<file path="src/rtl/core/assert_macros.svh">
// Assertion macros, included by the codec top level.
`ifndef ASSERT_MACROS_SVH
`define ASSERT_MACROS_SVH

// Clocked check, off while reset is asserted.
`define ASSERT_CLK(label, prop, msg) \
  label: assert property (@(posedge clk_i) disable iff (!rst_ni) prop) else $error(msg);

// Clocked check, active during reset too.
`define ASSERT_ALWAYS(label, prop, msg) \
  label: assert property (@(posedge clk_i) prop) else $error(msg);

`endif

</file>
<file path="src/rtl/core/mimc_pkg.sv">
// Shared constants, types and digit arithmetic for the MIN codec.
package mimc_pkg;

  localparam int unsigned NumW      = 34;
  localparam int unsigned Min1W     = 24;
  localparam int unsigned Min2W     = 10;
  localparam int unsigned Min2InW   = 16;
  localparam int unsigned GrpW      = 10;
  localparam int unsigned ThouW     = 4;
  localparam int unsigned DigW      = 4;
  localparam int unsigned NumGroups = 3;
  localparam int unsigned HiShift   = 14;
  localparam int unsigned ThouShift = 10;
  localparam int unsigned NumStages = 4;

  localparam logic [NumW-1:0] NumMax = 34'd9999999999;

  // cmd codes
  localparam logic CmdEncode = 1'b0;
  localparam logic CmdDecode = 1'b1;

  // Group indexes: low, middle, high
  localparam int unsigned GrpLo  = 0;
  localparam int unsigned GrpMid = 1;
  localparam int unsigned GrpHi  = 2;

  // Reciprocals for exact division by constants (rounded up, shift = width + log2 d)
  localparam logic [27:0] RecipE7   = 28'((45'd1 << 44) / 45'd78125 + 45'd1);
  localparam logic [30:0] RecipE4   = 31'((41'd1 << 40) / 41'd625 + 41'd1);
  localparam logic [31:0] RecipE3   = 32'((39'd1 << 38) / 39'd125 + 39'd1);
  localparam logic [16:0] Recip10   = 17'((21'd1 << 20) / 21'd10 + 21'd1);
  localparam logic [16:0] Recip100  = 17'((24'd1 << 23) / 24'd100 + 24'd1);
  localparam logic [16:0] Recip1000 = 17'((27'd1 << 26) / 27'd1000 + 27'd1);

  typedef struct packed {
    logic [NumStages-1:0] load;   // per-stage register enable
    logic                 cmd_c;  // cmd of the item in the last internal stage
  } mimc_ctrl_t;

  // n / 10^7, n >> 7 then / 78125
  function automatic logic [10:0] div_e7(input logic [NumW-1:0] n);
    logic [54:0] p;
    p = 55'(n[33:7]) * 55'(RecipE7);
    return p[54:44];
  endfunction

  // n / 10^4, n >> 4 then / 625
  function automatic logic [20:0] div_e4(input logic [NumW-1:0] n);
    logic [60:0] p;
    p = 61'(n[33:4]) * 61'(RecipE4);
    return p[60:40];
  endfunction

  // n / 10^3, n >> 3 then / 125
  function automatic logic [24:0] div_e3(input logic [NumW-1:0] n);
    logic [62:0] p;
    p = 63'(n[33:3]) * 63'(RecipE3);
    return p[62:38];
  endfunction

  function automatic logic [12:0] div10(input logic [15:0] v);
    logic [32:0] p;
    p = 33'(v) * 33'(Recip10);
    return p[32:20];
  endfunction

  function automatic logic [9:0] div100(input logic [15:0] v);
    logic [32:0] p;
    p = 33'(v) * 33'(Recip100);
    return p[32:23];
  endfunction

  function automatic logic [6:0] div1000(input logic [15:0] v);
    logic [32:0] p;
    p = 33'(v) * 33'(Recip1000);
    return p[32:26];
  endfunction

  // a - 10*b, modulo 16; a digit when b = a / 10
  function automatic logic [DigW-1:0] low_digit(input logic [DigW-1:0] a,
                                                input logic [DigW-1:0] b);
    return a - (b << 3) - (b << 1);
  endfunction

  // (d + 9) mod 10
  function automatic logic [DigW-1:0] enc_digit(input logic [DigW-1:0] d);
    return (d == '0) ? 4'd9 : d - 4'd1;
  endfunction

  // (d + 1) mod 10
  function automatic logic [DigW-1:0] dec_digit(input logic [DigW-1:0] d);
    return (d == 4'd9) ? 4'd0 : d + 4'd1;
  endfunction

  function automatic logic [GrpW-1:0] group_value(input logic [DigW-1:0] d2,
                                                  input logic [DigW-1:0] d1,
                                                  input logic [DigW-1:0] d0);
    return 10'(d2) * 10'd100 + 10'(d1) * 10'd10 + 10'(d0);
  endfunction

endpackage

</file>
<file path="src/rtl/core/mobile_id_min_codec_unit.sv">
// Top level of the MIN1/MIN2 codec: stream ports, pipeline and output register.
// An accepted item lands in the first of three datapath stages at accept, then
// passes the other two and the output register before the result is valid.
// Throughput: one item per cycle while the output is not stalled, any mix of
// cmds; the four-stage pipeline stalls in place and accepts a new item whenever
// some stage has room. Reset (rst_ni low, asynchronous) clears all stage valid
// bits; data registers are not reset. No state survives between items.
module mobile_id_min_codec_unit (
  input  logic        clk_i,
  input  logic        rst_ni,
  // input item
  input  logic        s_axis_tvalid,
  output logic        s_axis_tready,
  input  logic [87:0] s_axis_tdata,  // number_in[33:0], min1_in[65:34], min2_in[81:66], pad
  input  logic [0:0]  s_axis_tuser,  // cmd[0]
  // result item
  output logic        m_axis_tvalid,
  input  logic        m_axis_tready,
  output logic [71:0] m_axis_tdata,  // number_out[33:0], min1_out[57:34], min2_out[67:58], pad
  output logic [0:0]  m_axis_tuser   // range_error[0]
);

  `include "assert_macros.svh"

  // Unpacked input fields
  logic [mimc_pkg::NumW-1:0]    in_number;
  logic [31:0]                  in_min1;
  logic [mimc_pkg::Min2InW-1:0] in_min2;

  assign in_number = s_axis_tdata[33:0];
  assign in_min1   = s_axis_tdata[65:34];
  assign in_min2   = s_axis_tdata[81:66];

  mimc_pkg::mimc_ctrl_t ctrl;

  // Handshake and per-stage valid bits; load[3] enables the output register
  mimc_pipe_ctrl u_ctrl (
    .clk_i       (clk_i),
    .rst_ni      (rst_ni),
    .in_valid_i  (s_axis_tvalid),
    .in_cmd_i    (s_axis_tuser[0]),
    .out_ready_i (m_axis_tready),
    .in_ready_o  (s_axis_tready),
    .out_valid_o (m_axis_tvalid),
    .ctrl_o      (ctrl)
  );

  logic [mimc_pkg::Min1W-1:0] enc_min1;
  logic [mimc_pkg::Min2W-1:0] enc_min2;
  logic                       enc_err;
  logic [mimc_pkg::NumW-1:0]  dec_number;

  // Both paths see every item; the cmd tag picks the result at the end
  mimc_enc_path u_enc (
    .clk_i    (clk_i),
    .ctrl_i   (ctrl),
    .number_i (in_number),
    .min1_o   (enc_min1),
    .min2_o   (enc_min2),
    .err_o    (enc_err)
  );

  // Only MIN1 bits 23..0 carry fields
  mimc_dec_path u_dec (
    .clk_i    (clk_i),
    .ctrl_i   (ctrl),
    .min1_i   (in_min1[mimc_pkg::Min1W-1:0]),
    .min2_i   (in_min2),
    .number_o (dec_number)
  );

  // Output register: fields of the unused direction read as zero
  logic [mimc_pkg::NumW-1:0]  out_number_q, out_number_d;
  logic [mimc_pkg::Min1W-1:0] out_min1_q, out_min1_d;
  logic [mimc_pkg::Min2W-1:0] out_min2_q, out_min2_d;
  logic                       out_err_q, out_err_d;

  always_comb begin
    if (ctrl.cmd_c == mimc_pkg::CmdDecode) begin
      out_number_d = dec_number;
      out_min1_d   = '0;
      out_min2_d   = '0;
      out_err_d    = 1'b0;
    end else begin
      out_number_d = '0;
      out_min1_d   = enc_min1;
      out_min2_d   = enc_min2;
      out_err_d    = enc_err;
    end
  end

  always_ff @(posedge clk_i) begin
    if (ctrl.load[mimc_pkg::NumStages-1]) begin
      out_number_q <= out_number_d;
      out_min1_q   <= out_min1_d;
      out_min2_q   <= out_min2_d;
      out_err_q    <= out_err_d;
    end
  end

  assign m_axis_tdata = {4'b0000, out_min2_q, out_min1_q, out_number_q};
  assign m_axis_tuser = out_err_q;

  // Checks
  `ASSERT_CLK(a_mode_excl, m_axis_tvalid && (out_number_q != '0) |-> (out_min1_q == '0) && (out_min2_q == '0) && !out_err_q, "decoded item carries encode fields")
  `ASSERT_CLK(a_err_zero, m_axis_tvalid && out_err_q |-> (out_min1_q == '0) && (out_min2_q == '0), "range error with nonzero words")
  `ASSERT_CLK(a_num_range, m_axis_tvalid |-> out_number_q <= mimc_pkg::NumMax, "decoded number above ten digits")
  `ASSERT_CLK(a_stall_only, !s_axis_tready |-> m_axis_tvalid && !m_axis_tready, "input held off without output stall")
  `ASSERT_ALWAYS(a_rst_idle, !rst_ni |-> !m_axis_tvalid, "result valid during reset")

endmodule

</file>
<file path="src/rtl/core/mimc_pipe_ctrl.sv">
// Valid tracking and stall control for the codec pipeline.
module mimc_pipe_ctrl (
  input  logic                 clk_i,
  input  logic                 rst_ni,
  input  logic                 in_valid_i,
  input  logic                 in_cmd_i,
  input  logic                 out_ready_i,
  output logic                 in_ready_o,
  output logic                 out_valid_o,
  output mimc_pkg::mimc_ctrl_t ctrl_o
);

  localparam int unsigned NS = mimc_pkg::NumStages;

  logic [NS-1:0] valid_q, valid_d;
  logic [NS-1:0] ready;
  logic [NS-2:0] cmd_q, cmd_d;

  // A stage takes new data when empty or when the next one takes its item
  always_comb begin
    ready[NS-1] = !valid_q[NS-1] || out_ready_i;
    for (int i = NS - 2; i >= 0; i--) begin
      ready[i] = !valid_q[i] || ready[i+1];
    end
  end

  always_comb begin
    valid_d = valid_q;
    cmd_d   = cmd_q;
    if (ready[0]) begin
      valid_d[0] = in_valid_i;
      cmd_d[0]   = in_cmd_i;
    end
    for (int i = 1; i < NS; i++) begin
      if (ready[i]) begin
        valid_d[i] = valid_q[i-1];
      end
    end
    for (int i = 1; i < NS - 1; i++) begin
      if (ready[i]) begin
        cmd_d[i] = cmd_q[i-1];
      end
    end
  end

  always_ff @(posedge clk_i or negedge rst_ni) begin
    if (!rst_ni) begin
      valid_q <= '0;
      cmd_q   <= '0;
    end else begin
      valid_q <= valid_d;
      cmd_q   <= cmd_d;
    end
  end

  assign in_ready_o   = ready[0];
  assign out_valid_o  = valid_q[NS-1];
  assign ctrl_o.load  = ready;
  assign ctrl_o.cmd_c = cmd_q[NS-2];

endmodule

</file>
<file path="src/rtl/core/mimc_enc_path.sv">
// Encode datapath: number to MIN1/MIN2, three register stages.
module mimc_enc_path (
  input  logic                            clk_i,
  input  mimc_pkg::mimc_ctrl_t            ctrl_i,
  input  logic [mimc_pkg::NumW-1:0]       number_i,
  output logic [mimc_pkg::Min1W-1:0]      min1_o,
  output logic [mimc_pkg::Min2W-1:0]      min2_o,
  output logic                            err_o
);

  localparam int unsigned GW = mimc_pkg::GrpW;
  localparam int unsigned DW = mimc_pkg::DigW;
  localparam int unsigned NG = mimc_pkg::NumGroups;

  // Stage A: decimal quotients of the number (low bits only are needed)
  logic [GW-1:0] a_n_q, a_n_d;
  logic [GW-1:0] a_q7_q, a_q7_d;
  logic [GW-1:0] a_q4_q, a_q4_d;
  logic [GW-1:0] a_q3_q, a_q3_d;
  logic          a_err_q, a_err_d;

  logic [10:0] q7_full;
  logic [20:0] q4_full;
  logic [24:0] q3_full;

  always_comb begin
    q7_full = mimc_pkg::div_e7(number_i);
    q4_full = mimc_pkg::div_e4(number_i);
    q3_full = mimc_pkg::div_e3(number_i);
    a_n_d   = number_i[GW-1:0];
    a_q7_d  = q7_full[GW-1:0];
    a_q4_d  = q4_full[GW-1:0];
    a_q3_d  = q3_full[GW-1:0];
    a_err_d = number_i > mimc_pkg::NumMax;
  end

  always_ff @(posedge clk_i) begin
    if (ctrl_i.load[0]) begin
      a_n_q   <= a_n_d;
      a_q7_q  <= a_q7_d;
      a_q4_q  <= a_q4_d;
      a_q3_q  <= a_q3_d;
      a_err_q <= a_err_d;
    end
  end

  // Stage B: groups and thousands digit, remainders taken modulo 2^width
  logic [NG-1:0][GW-1:0] b_grp_q, b_grp_d;
  logic [DW-1:0]         b_th_q, b_th_d;
  logic                  b_err_q;

  always_comb begin
    b_grp_d[mimc_pkg::GrpHi]  = a_q7_q;
    b_grp_d[mimc_pkg::GrpMid] = a_q4_q - a_q7_q * 10'd1000;
    b_grp_d[mimc_pkg::GrpLo]  = a_n_q - a_q3_q * 10'd1000;
    b_th_d = mimc_pkg::low_digit(a_q3_q[DW-1:0], a_q4_q[DW-1:0]);
  end

  always_ff @(posedge clk_i) begin
    if (ctrl_i.load[1]) begin
      b_grp_q <= b_grp_d;
      b_th_q  <= b_th_d;
      b_err_q <= a_err_q;
    end
  end

  // Stage C: per-group quotients by 10 and 100
  logic [NG-1:0][DW-1:0] c_g_q, c_g_d;
  logic [NG-1:0][DW-1:0] c_q10_q, c_q10_d;
  logic [NG-1:0][DW-1:0] c_q100_q, c_q100_d;
  logic [DW-1:0]         c_th_q;
  logic                  c_err_q;
  logic [NG-1:0][12:0]   q10_full;
  logic [NG-1:0][9:0]    q100_full;

  always_comb begin
    for (int k = 0; k < NG; k++) begin
      q10_full[k]  = mimc_pkg::div10(16'(b_grp_q[k]));
      q100_full[k] = mimc_pkg::div100(16'(b_grp_q[k]));
      c_g_d[k]     = b_grp_q[k][DW-1:0];
      c_q10_d[k]   = q10_full[k][DW-1:0];
      c_q100_d[k]  = q100_full[k][DW-1:0];
    end
  end

  always_ff @(posedge clk_i) begin
    if (ctrl_i.load[2]) begin
      c_g_q    <= c_g_d;
      c_q10_q  <= c_q10_d;
      c_q100_q <= c_q100_d;
      c_th_q   <= b_th_q;
      c_err_q  <= b_err_q;
    end
  end

  // Final digit mapping and packing, registered by the top level
  logic [NG-1:0][GW-1:0] enc_grp;
  logic [DW-1:0]         thou;

  always_comb begin
    for (int k = 0; k < NG; k++) begin
      enc_grp[k] = mimc_pkg::group_value(
                     mimc_pkg::enc_digit(c_q100_q[k]),
                     mimc_pkg::enc_digit(mimc_pkg::low_digit(c_q10_q[k], c_q100_q[k])),
                     mimc_pkg::enc_digit(mimc_pkg::low_digit(c_g_q[k], c_q10_q[k])));
    end
    // thousands digit zero is sent as ten
    thou = (c_th_q == '0) ? 4'd10 : c_th_q;
    if (c_err_q) begin
      min1_o = '0;
      min2_o = '0;
    end else begin
      min1_o = {enc_grp[mimc_pkg::GrpMid], thou, enc_grp[mimc_pkg::GrpLo]};
      min2_o = enc_grp[mimc_pkg::GrpHi];
    end
    err_o = c_err_q;
  end

endmodule

</file>
<file path="src/rtl/core/mimc_dec_path.sv">
// Decode datapath: MIN1/MIN2 to number, three register stages.
module mimc_dec_path (
  input  logic                            clk_i,
  input  mimc_pkg::mimc_ctrl_t            ctrl_i,
  input  logic [mimc_pkg::Min1W-1:0]      min1_i,
  input  logic [mimc_pkg::Min2InW-1:0]    min2_i,
  output logic [mimc_pkg::NumW-1:0]       number_o
);

  localparam int unsigned GW = mimc_pkg::GrpW;
  localparam int unsigned DW = mimc_pkg::DigW;
  localparam int unsigned NG = mimc_pkg::NumGroups;

  // Stage A: quotients by 10, 100, 1000 of each raw field (low nibbles kept)
  logic [NG-1:0][15:0]   fld;
  logic [NG-1:0][12:0]   q10_full;
  logic [NG-1:0][9:0]    q100_full;
  logic [NG-1:0][6:0]    q1000_full;
  logic [NG-1:0][DW-1:0] a_v_q, a_v_d;
  logic [NG-1:0][DW-1:0] a_q10_q, a_q10_d;
  logic [NG-1:0][DW-1:0] a_q100_q, a_q100_d;
  logic [NG-1:0][DW-1:0] a_q1000_q, a_q1000_d;
  logic [mimc_pkg::ThouW-1:0] a_th_q;

  always_comb begin
    fld[mimc_pkg::GrpLo]  = 16'(min1_i[GW-1:0]);
    fld[mimc_pkg::GrpMid] = 16'(min1_i[mimc_pkg::HiShift +: GW]);
    fld[mimc_pkg::GrpHi]  = min2_i;
    for (int k = 0; k < NG; k++) begin
      q10_full[k]   = mimc_pkg::div10(fld[k]);
      q100_full[k]  = mimc_pkg::div100(fld[k]);
      q1000_full[k] = mimc_pkg::div1000(fld[k]);
      a_v_d[k]      = fld[k][DW-1:0];
      a_q10_d[k]    = q10_full[k][DW-1:0];
      a_q100_d[k]   = q100_full[k][DW-1:0];
      a_q1000_d[k]  = q1000_full[k][DW-1:0];
    end
  end

  always_ff @(posedge clk_i) begin
    if (ctrl_i.load[0]) begin
      a_v_q     <= a_v_d;
      a_q10_q   <= a_q10_d;
      a_q100_q  <= a_q100_d;
      a_q1000_q <= a_q1000_d;
      a_th_q    <= min1_i[mimc_pkg::ThouShift +: mimc_pkg::ThouW];
    end
  end

  // Stage B: digits plus one modulo ten, groups rebuilt below 1000
  logic [NG-1:0][GW-1:0] b_grp_q, b_grp_d;
  logic [DW-1:0]         b_th_q, b_th_d;

  always_comb begin
    for (int k = 0; k < NG; k++) begin
      b_grp_d[k] = mimc_pkg::group_value(
                     mimc_pkg::dec_digit(mimc_pkg::low_digit(a_q100_q[k], a_q1000_q[k])),
                     mimc_pkg::dec_digit(mimc_pkg::low_digit(a_q10_q[k], a_q100_q[k])),
                     mimc_pkg::dec_digit(mimc_pkg::low_digit(a_v_q[k], a_q10_q[k])));
    end
    // thousands field of ten or more wraps
    b_th_d = (a_th_q >= 4'd10) ? a_th_q - 4'd10 : a_th_q;
  end

  always_ff @(posedge clk_i) begin
    if (ctrl_i.load[1]) begin
      b_grp_q <= b_grp_d;
      b_th_q  <= b_th_d;
    end
  end

  // Stage C: weighted parts of the number
  logic [mimc_pkg::NumW-1:0] c_hi_q, c_hi_d;
  logic [23:0]               c_mid_q, c_mid_d;
  logic [13:0]               c_lo_q, c_lo_d;

  always_comb begin
    c_hi_d  = 34'(b_grp_q[mimc_pkg::GrpHi]) * 34'd10000000;
    c_mid_d = 24'(b_grp_q[mimc_pkg::GrpMid]) * 24'd10000;
    c_lo_d  = 14'(b_th_q) * 14'd1000 + 14'(b_grp_q[mimc_pkg::GrpLo]);
  end

  always_ff @(posedge clk_i) begin
    if (ctrl_i.load[2]) begin
      c_hi_q  <= c_hi_d;
      c_mid_q <= c_mid_d;
      c_lo_q  <= c_lo_d;
    end
  end

  assign number_o = c_hi_q + 34'(c_mid_q) + 34'(c_lo_q);

endmodule

</file>
<file path="config.mk">
export PLATFORM = sky130hd
export DESIGN_NAME = mobile_id_min_codec_unit
export DESIGN_NICKNAME = d
export VERILOG_FILES = /design/src/rtl/core/mimc_pkg.sv /design/src/rtl/core/mobile_id_min_codec_unit.sv /design/src/rtl/core/mimc_pipe_ctrl.sv /design/src/rtl/core/mimc_enc_path.sv /design/src/rtl/core/mimc_dec_path.sv
export VERILOG_INCLUDE_DIRS = /design/src /design/src/rtl/core
export SDC_FILE = /design/constraint.sdc
export NUM_CORES = 2
export LEC_CHECK = 0
export BUFFER_PORTS_ARGS = -buffer_cell sky130_fd_sc_hd__buf_2
export CORE_ASPECT_RATIO = 0.8
export CORE_MARGIN = 8
export CORE_UTILIZATION = 30
export CTS_BUF_LIST = sky130_fd_sc_hd__clkbuf_8
export CTS_CLUSTER_DIAMETER = 200
export CTS_CLUSTER_SIZE = 30
export DETAILED_ROUTE_END_ITERATION = 12
export PLACE_DENSITY = 0.43
export SYNTH_ARGS = -nofsm -noshare
export SYNTH_HDL_FRONTEND = slang
export SYNTH_SLANG_ARGS = --single-unit
</file>
<file path="constraint.sdc">
create_clock -name clk_i -period 15.1 [get_ports clk_i]
set_clock_uncertainty 0.2 [all_clocks]
set_input_delay 3.02 -clock clk_i [delete_from_list [all_inputs] [get_ports clk_i]]
set_output_delay 3.02 -clock clk_i [all_outputs]
set_load 0.02 [all_outputs]
</file>
# After elaboration in Yosys (flattened, before gate mapping)
# Index checks and enable logic that the tools add are counted.
# Widths: inputs -> output; s select.
dict set report word_totals {
  ff_bits 333
  word_cells 207
  out_inout_bits 75
}
dict set report op_classes {
  n_reduce_logical 20
  n_addsub 68
  mul 35
  magnitude_cmp 2
  muxes 20
  n_eq_ne 9
}
# cell n
set ops {}
lappend ops {{$mul 10x17->27 const B} 8}
lappend ops {{$sub 4x4->4} 30}
lappend ops {{$mul 10x16->23 const B} 5}
lappend ops {{$mux 4} 20}
lappend ops {{$add 10x4->10} 6}
lappend ops {{$add 10x8->10} 6}
lappend ops {{$mul 27x27->53 const B} 1}
lappend ops {{$mul 30x31->50 const B} 1}
lappend ops {{$mul 4x5->8 const B} 6}
lappend ops {{$mul 31x29->45 const B} 1}
lappend ops {{$mul 4x3->7 const B} 6}
lappend ops {{$logic_not 4->1} 10}
lappend ops {{$add 4x1->4 const B} 9}
lappend ops {{$eq 4x4->1 const B} 9}
lappend ops {{$sub 4x1->4 const B} 9}
lappend ops {{$add 34x14->34} 1}
lappend ops {{$add 34x24->34} 1}
lappend ops {{$gt 34x34->1 const B} 1}
lappend ops {{$mul 16x17->29 const B} 1}
lappend ops {{$mul 16x17->27 const B} 1}
lappend ops {{$mul 16x16->23 const B} 1}
lappend ops {{$mul 10x10->20 const B} 1}
lappend ops {{$mul 10x7->7 const B} 2}
lappend ops {{$sub 10x10->10} 2}
lappend ops {{other kinds (9)} 16}

# Depth between registers and ports, before layout
dict set report depth {
  ltp_word 7
  mapped_depth 27
}

# Modules after synthesis
# A second synthesis with hierarchy kept.
dict set report unflattened {
  hier_cells 9133
  area_unflattened_um2 95997.1
}
# mod seq_area_each_um2 area_each_um2 instances cells_per_inst
set modules_own_cells {}
lappend modules_own_cells {mimc_enc_path 3423.3 57448.8 1 5480}
lappend modules_own_cells {mimc_dec_path 4204.0 35657.9 1 3482}
lappend modules_own_cells {mobile_id_min_codec_unit 2072.0 2585.0 1 150}
lappend modules_own_cells {mimc_pipe_ctrl 175.2 305.3 1 21}

# Least setup slack after synthesis
# No wires, ideal clock.
dict set report synth_timing {
  path_kind {input to register}
  start {input s_axis_tdata[10]}
  end {register u_enc.a_q3_q[6] (data pin)}
  setup_slack_ns 5.515
  arrival_time_ns 9.125
  setup_ns 0.260
  path_buffers 0
  stages 26
  t_required_ns 14.640
  path_cell_list {inv_1 ha_1 fa_1 fa_1 inv_1 fa_1 inv_1 fa_1 inv_1 fa_1 inv_1 fa_1 inv_1 fa_1 inv_1 ha_1 nand3_1 a211oi_1 nand3_1 a211oi_1 o311ai_1 a31o_2 a211oi_1 o31a_1 nor2_1 xnor2_1}
}
dict set report synth_via {
  elab_chain_cells 1
}
# element line_no
set synth_lines {}
lappend synth_lines {{start, declared} mobile_id_min_codec_unit.sv:14} ;# input logic [87:0] s_axis_tdata,
lappend synth_lines {{$mul 31x29->45} mimc_pkg.sv:57} ;# p = 63'(n[33:3]) * 63'(RecipE3);
lappend synth_lines {{via u_enc.a_q3_d[6]} mimc_enc_path.sv:19} ;# logic [GW-1:0] a_q3_q, a_q3_d;
lappend synth_lines {{end signal, assigned} mimc_enc_path.sv:42} ;# a_q3_q <= a_q3_d;
lappend synth_lines {{end, declared} mimc_enc_path.sv:19}
# The timed path passes the listed nets, and every way through them passes these cells.
# A chain may end at the register's enable or synchronous reset.

# Worst setup path after layout
dict set report layout_timing {
  start {input s_axis_tdata[11]}
  end {register u_enc.a_q4_q[9] (data pin)}
}
dict set report layout_via {
  elab_chain_cells 1
}
# element line_no
set layout_lines {}
lappend layout_lines {{$mul 30x31->50} mimc_pkg.sv:50} ;# p = 61'(n[33:4]) * 61'(RecipE4);
lappend layout_lines {{via u_enc.a_q4_d[9]} mimc_enc_path.sv:18} ;# logic [GW-1:0] a_q4_q, a_q4_d;
lappend layout_lines {{end signal, assigned} mimc_enc_path.sv:41} ;# a_q4_q <= a_q4_d;
lappend layout_lines {{end, declared} mimc_enc_path.sv:18}
# The timed path passes the listed nets, and every way through them passes these cells.

==> flow_summary.toml <==
[clock_network]
ctsResizeCount = 0
htree_levels = 1
cts_tree = "built"
cts_buffers = 15
holdBufCountCts = 0
cts_setup_buffers = 0
root_buffer = "clkbuf_8"
cts.sinks = 330
clk_latency_ns = 0.70
clk_path_buf_depth = 3
cts.clk_slew.worst_paths_ns = 0.20

[synth]
synth.top_cell.area_share = 0.3689
synth_warnings = 0
yosysUniqueCellTypes = 69
ys_top_cells_by_area = "fa_1 (37%), ha_1 (29%), inv_1 (11%)"
ys_seq_elements = 330
synthArstFlopShare = 0.02121
synth_edf_count = 323
syn_avg_cell_area_um2 = 10.62
synth_largest_area_cell = "fa_1"
synth_cells = 8858
synth_area_mm2 = 0.09405
ys_seq_area_frac = 0.1050
ys.flop_type = "edfxtp_1"

[worst_setup_path]
cp-start-kind = "input port"
cp_max_fo = 10
r2r-start = "u_enc.b_grp_q[12]"
setup.worst_path.start = "s_axis_tdata[11]"
cp.arrival_ns = 11.29
crit_required_ns = 15.32
path_class = "in2reg"
endpoint_kind = "register"

[sta]
fin_setup_tns_ns = 0
worst_slew_margin_rel = 0.2472
worstMarginPinSlew_ns = 1.129
hold_violations = 0
period_share = 0.7333
fmax_mhz = 90.32
rsz0062_at_grt = "no"
period_needed_ns = 11.07
slew_viol_final = 0
hold_ws_ns = 0.2367
setup_viol = 0

[route]
wire_per_inst_um = 20.29
drt_wl_total_um = 269100
vias = 59450
drtIter0Drc = 2990
viasPerCell = 4.484
ant_nets = 0
dr.pass1.iters = 5
drc = 0

[status]
status = "finished clean"

[global_routing]
grt_use_total = 0.1644
grt_max_degree = 83
antenna_found_initial = 19
grt_pass1_wl_um = 414800
grt-ovfl-total = 0
grt_pass1_vias = 65460

[placement]
placement.cell_area_mm2 = 0.1004
place.gp.congestion = 0.9311
place.port_buffers = 149
dp_hpwl_um = 235100

[floorplanning]
core_area_mm2 = 0.3131
die_width_um = 642.0
start_util = 0.3004
rows = 184
ios = 168
die_area_mm2 = 0.3318
die_h_um = 516.8

[cells_and_area]
mostFrequentLayoutCells = "inv_1 (2754), ha_1 (2203), fa_1 (1733), edfxtp_1 (323), xnor2_1 (271)"
multi_input_area_mm2 = 0.07382
register_area_mm2 = 0.009874
fin_area_mm2 = 0.1007
syn_to_final_growth_pct = 7.059
fill_cells = 32170
final_common_cell = "inv_1"
final_util = 0.3216
nNetsFinal = 13090
drive_gt1_frac = 0.02800

[min_path]
worstHoldStart = "u_enc.a_n_q[1]"
hp-class = "reg2reg"

[run]
maxCapViolations = 0
state kept, by name, indices dropped and copies added, names as in the netlist, 5 cells and up:
signal and cells:
u_dec.a_v_q 12, u_enc.c_q10_q 12, u_enc.c_g_q 12, u_dec.c_lo_q 14, u_dec.b_grp_q 30, u_enc.b_grp_q 30, out_number_q 34, u_enc.a_q7_q 10
u_enc.a_q4_q 10, out_min2_q 10, u_dec.a_q100_q 12, u_dec.a_q1000_q 5, u_enc.a_n_q 10, u_dec.c_mid_q 20, u_enc.c_q100_q 12, u_dec.a_q10_q 12
out_min1_q 24, u_enc.a_q3_q 7, u_dec.c_hi_q 27
critical path: stages:
cell and delay (ns):
buf_2 0.55, inv_1 0.36, ha_1 0.88, inv_1 0.48
fa_1 0.54, inv_1 0.11, fa_1 0.17, inv_1 0.05
fa_1 0.53, inv_1 0.05, fa_1 0.49, inv_1 0.05
fa_1 0.49, fa_1 0.48, fa_1 0.56, inv_1 0.04
ha_1 0.26, nand3_1 0.18, nand4bb_1 0.21, a31oi_1 0.11
o211ai_1 0.56, nand4_1 0.28, nand3_1 0.17, nand2_1 0.09
o41ai_1 0.42, xnor2_1 0.11
per-layer routing:
| layer | track usage | share of wire | up-vias |
|---|---|---|---|
| li1 | - | - | 28060 |
| met1 | 0.2546 | 0.52 | 29980 |
| met2 | 0.2414 | 0.40 | 1202 |
| met3 | 0.03226 | 0.063 | 190 |
| met4 | 0.01911 | 0.014 | 16 |
| met5 | 0.003105 | 0.00092 | - |
kinds of logic (layout without fill, tap and decap cells):
family	Yosys count	count (layout)	synth area share
mux	14	14	0.001530
simple gates	744	744	0.03896
buf+inv	2763	2972	0.1104
other cells	1	8	0.00003987
compound gates	701	701	0.04775
xor+xnor	369	369	0.03436
fa+ha+maj	3936	3936	0.6619
flops	330	330	0.1050
through the flow:
stage               instances  worst slack [ns]
detailed placement      13230             3.328
floorplan                8861             5.515
global placement        13230             3.387
global route            13260             3.892
CTS                     13260             4.129
finish                  13260             4.028
area by class of cell:
type,count,share of cell area
inverters,2751,0.1026
flip-flops and latches,330,0.09807
repair buffers,196,0.01091
multi-input cells,5768,0.7332
diodes,4,0.00009941
clock buffers,15,0.002050
well taps,4185,0.05200
clock inverters,10,0.001143
path summary, 6_finish.rpt:
path	to	slack, ns	cells after the start
min in group asynchronous	u_ctrl.valid_q[3]	1.90	1
max reg2reg	u_enc.c_q100_q[7]	8.67	18
max in group asynchronous	u_ctrl.valid_q[1]	12.65	1
max	u_enc.a_q4_q[9]	4.03	26
min	u_enc.b_grp_q[1]	0.24	0
min reg2reg	u_enc.b_grp_q[1]	0.24	0
synth_stat cells (6+ instances only):
| master | n |
|---|---|
| a2111oi_0 | 7 |
| a211oi_1 | 18 |
| a21boi_0 | 7 |
| a21o_1 | 105 |
| a21oi_1 | 231 |
| a221oi_1 | 6 |
| a31oi_1 | 18 |
| a41o_1 | 9 |
| a41oi_1 | 12 |
| and2_1 | 22 |
| and3_1 | 26 |
| and4_1 | 7 |
| clkbuf_1 | 8 |
| dfrtp_1 | 7 |
| edfxtp_1 | 323 |
| fa_1 | 1733 |
| ha_1 | 2203 |
| inv_1 | 2751 |
| mux2i_1 | 11 |
| nand2_1 | 145 |
| nand2b_1 | 42 |
| nand3_1 | 62 |
| nand4_1 | 35 |
| nor2_1 | 213 |
| nor2b_1 | 63 |
| nor3_1 | 63 |
| nor3b_1 | 10 |
| nor4_1 | 14 |
| nor4b_1 | 6 |
| o2111ai_1 | 10 |
| o211ai_1 | 6 |
| o21a_1 | 44 |
| o21ai_0 | 121 |
| o21ai_1 | 14 |
| o21bai_1 | 31 |
| o31ai_1 | 10 |
| or2_2 | 19 |
| or3_1 | 9 |
| xnor2_1 | 271 |
| xor2_1 | 98 |
Power is left out: the tool's default activity adds up to more than one toggle a clock period on the data nets, which glitch-free logic cannot reach.
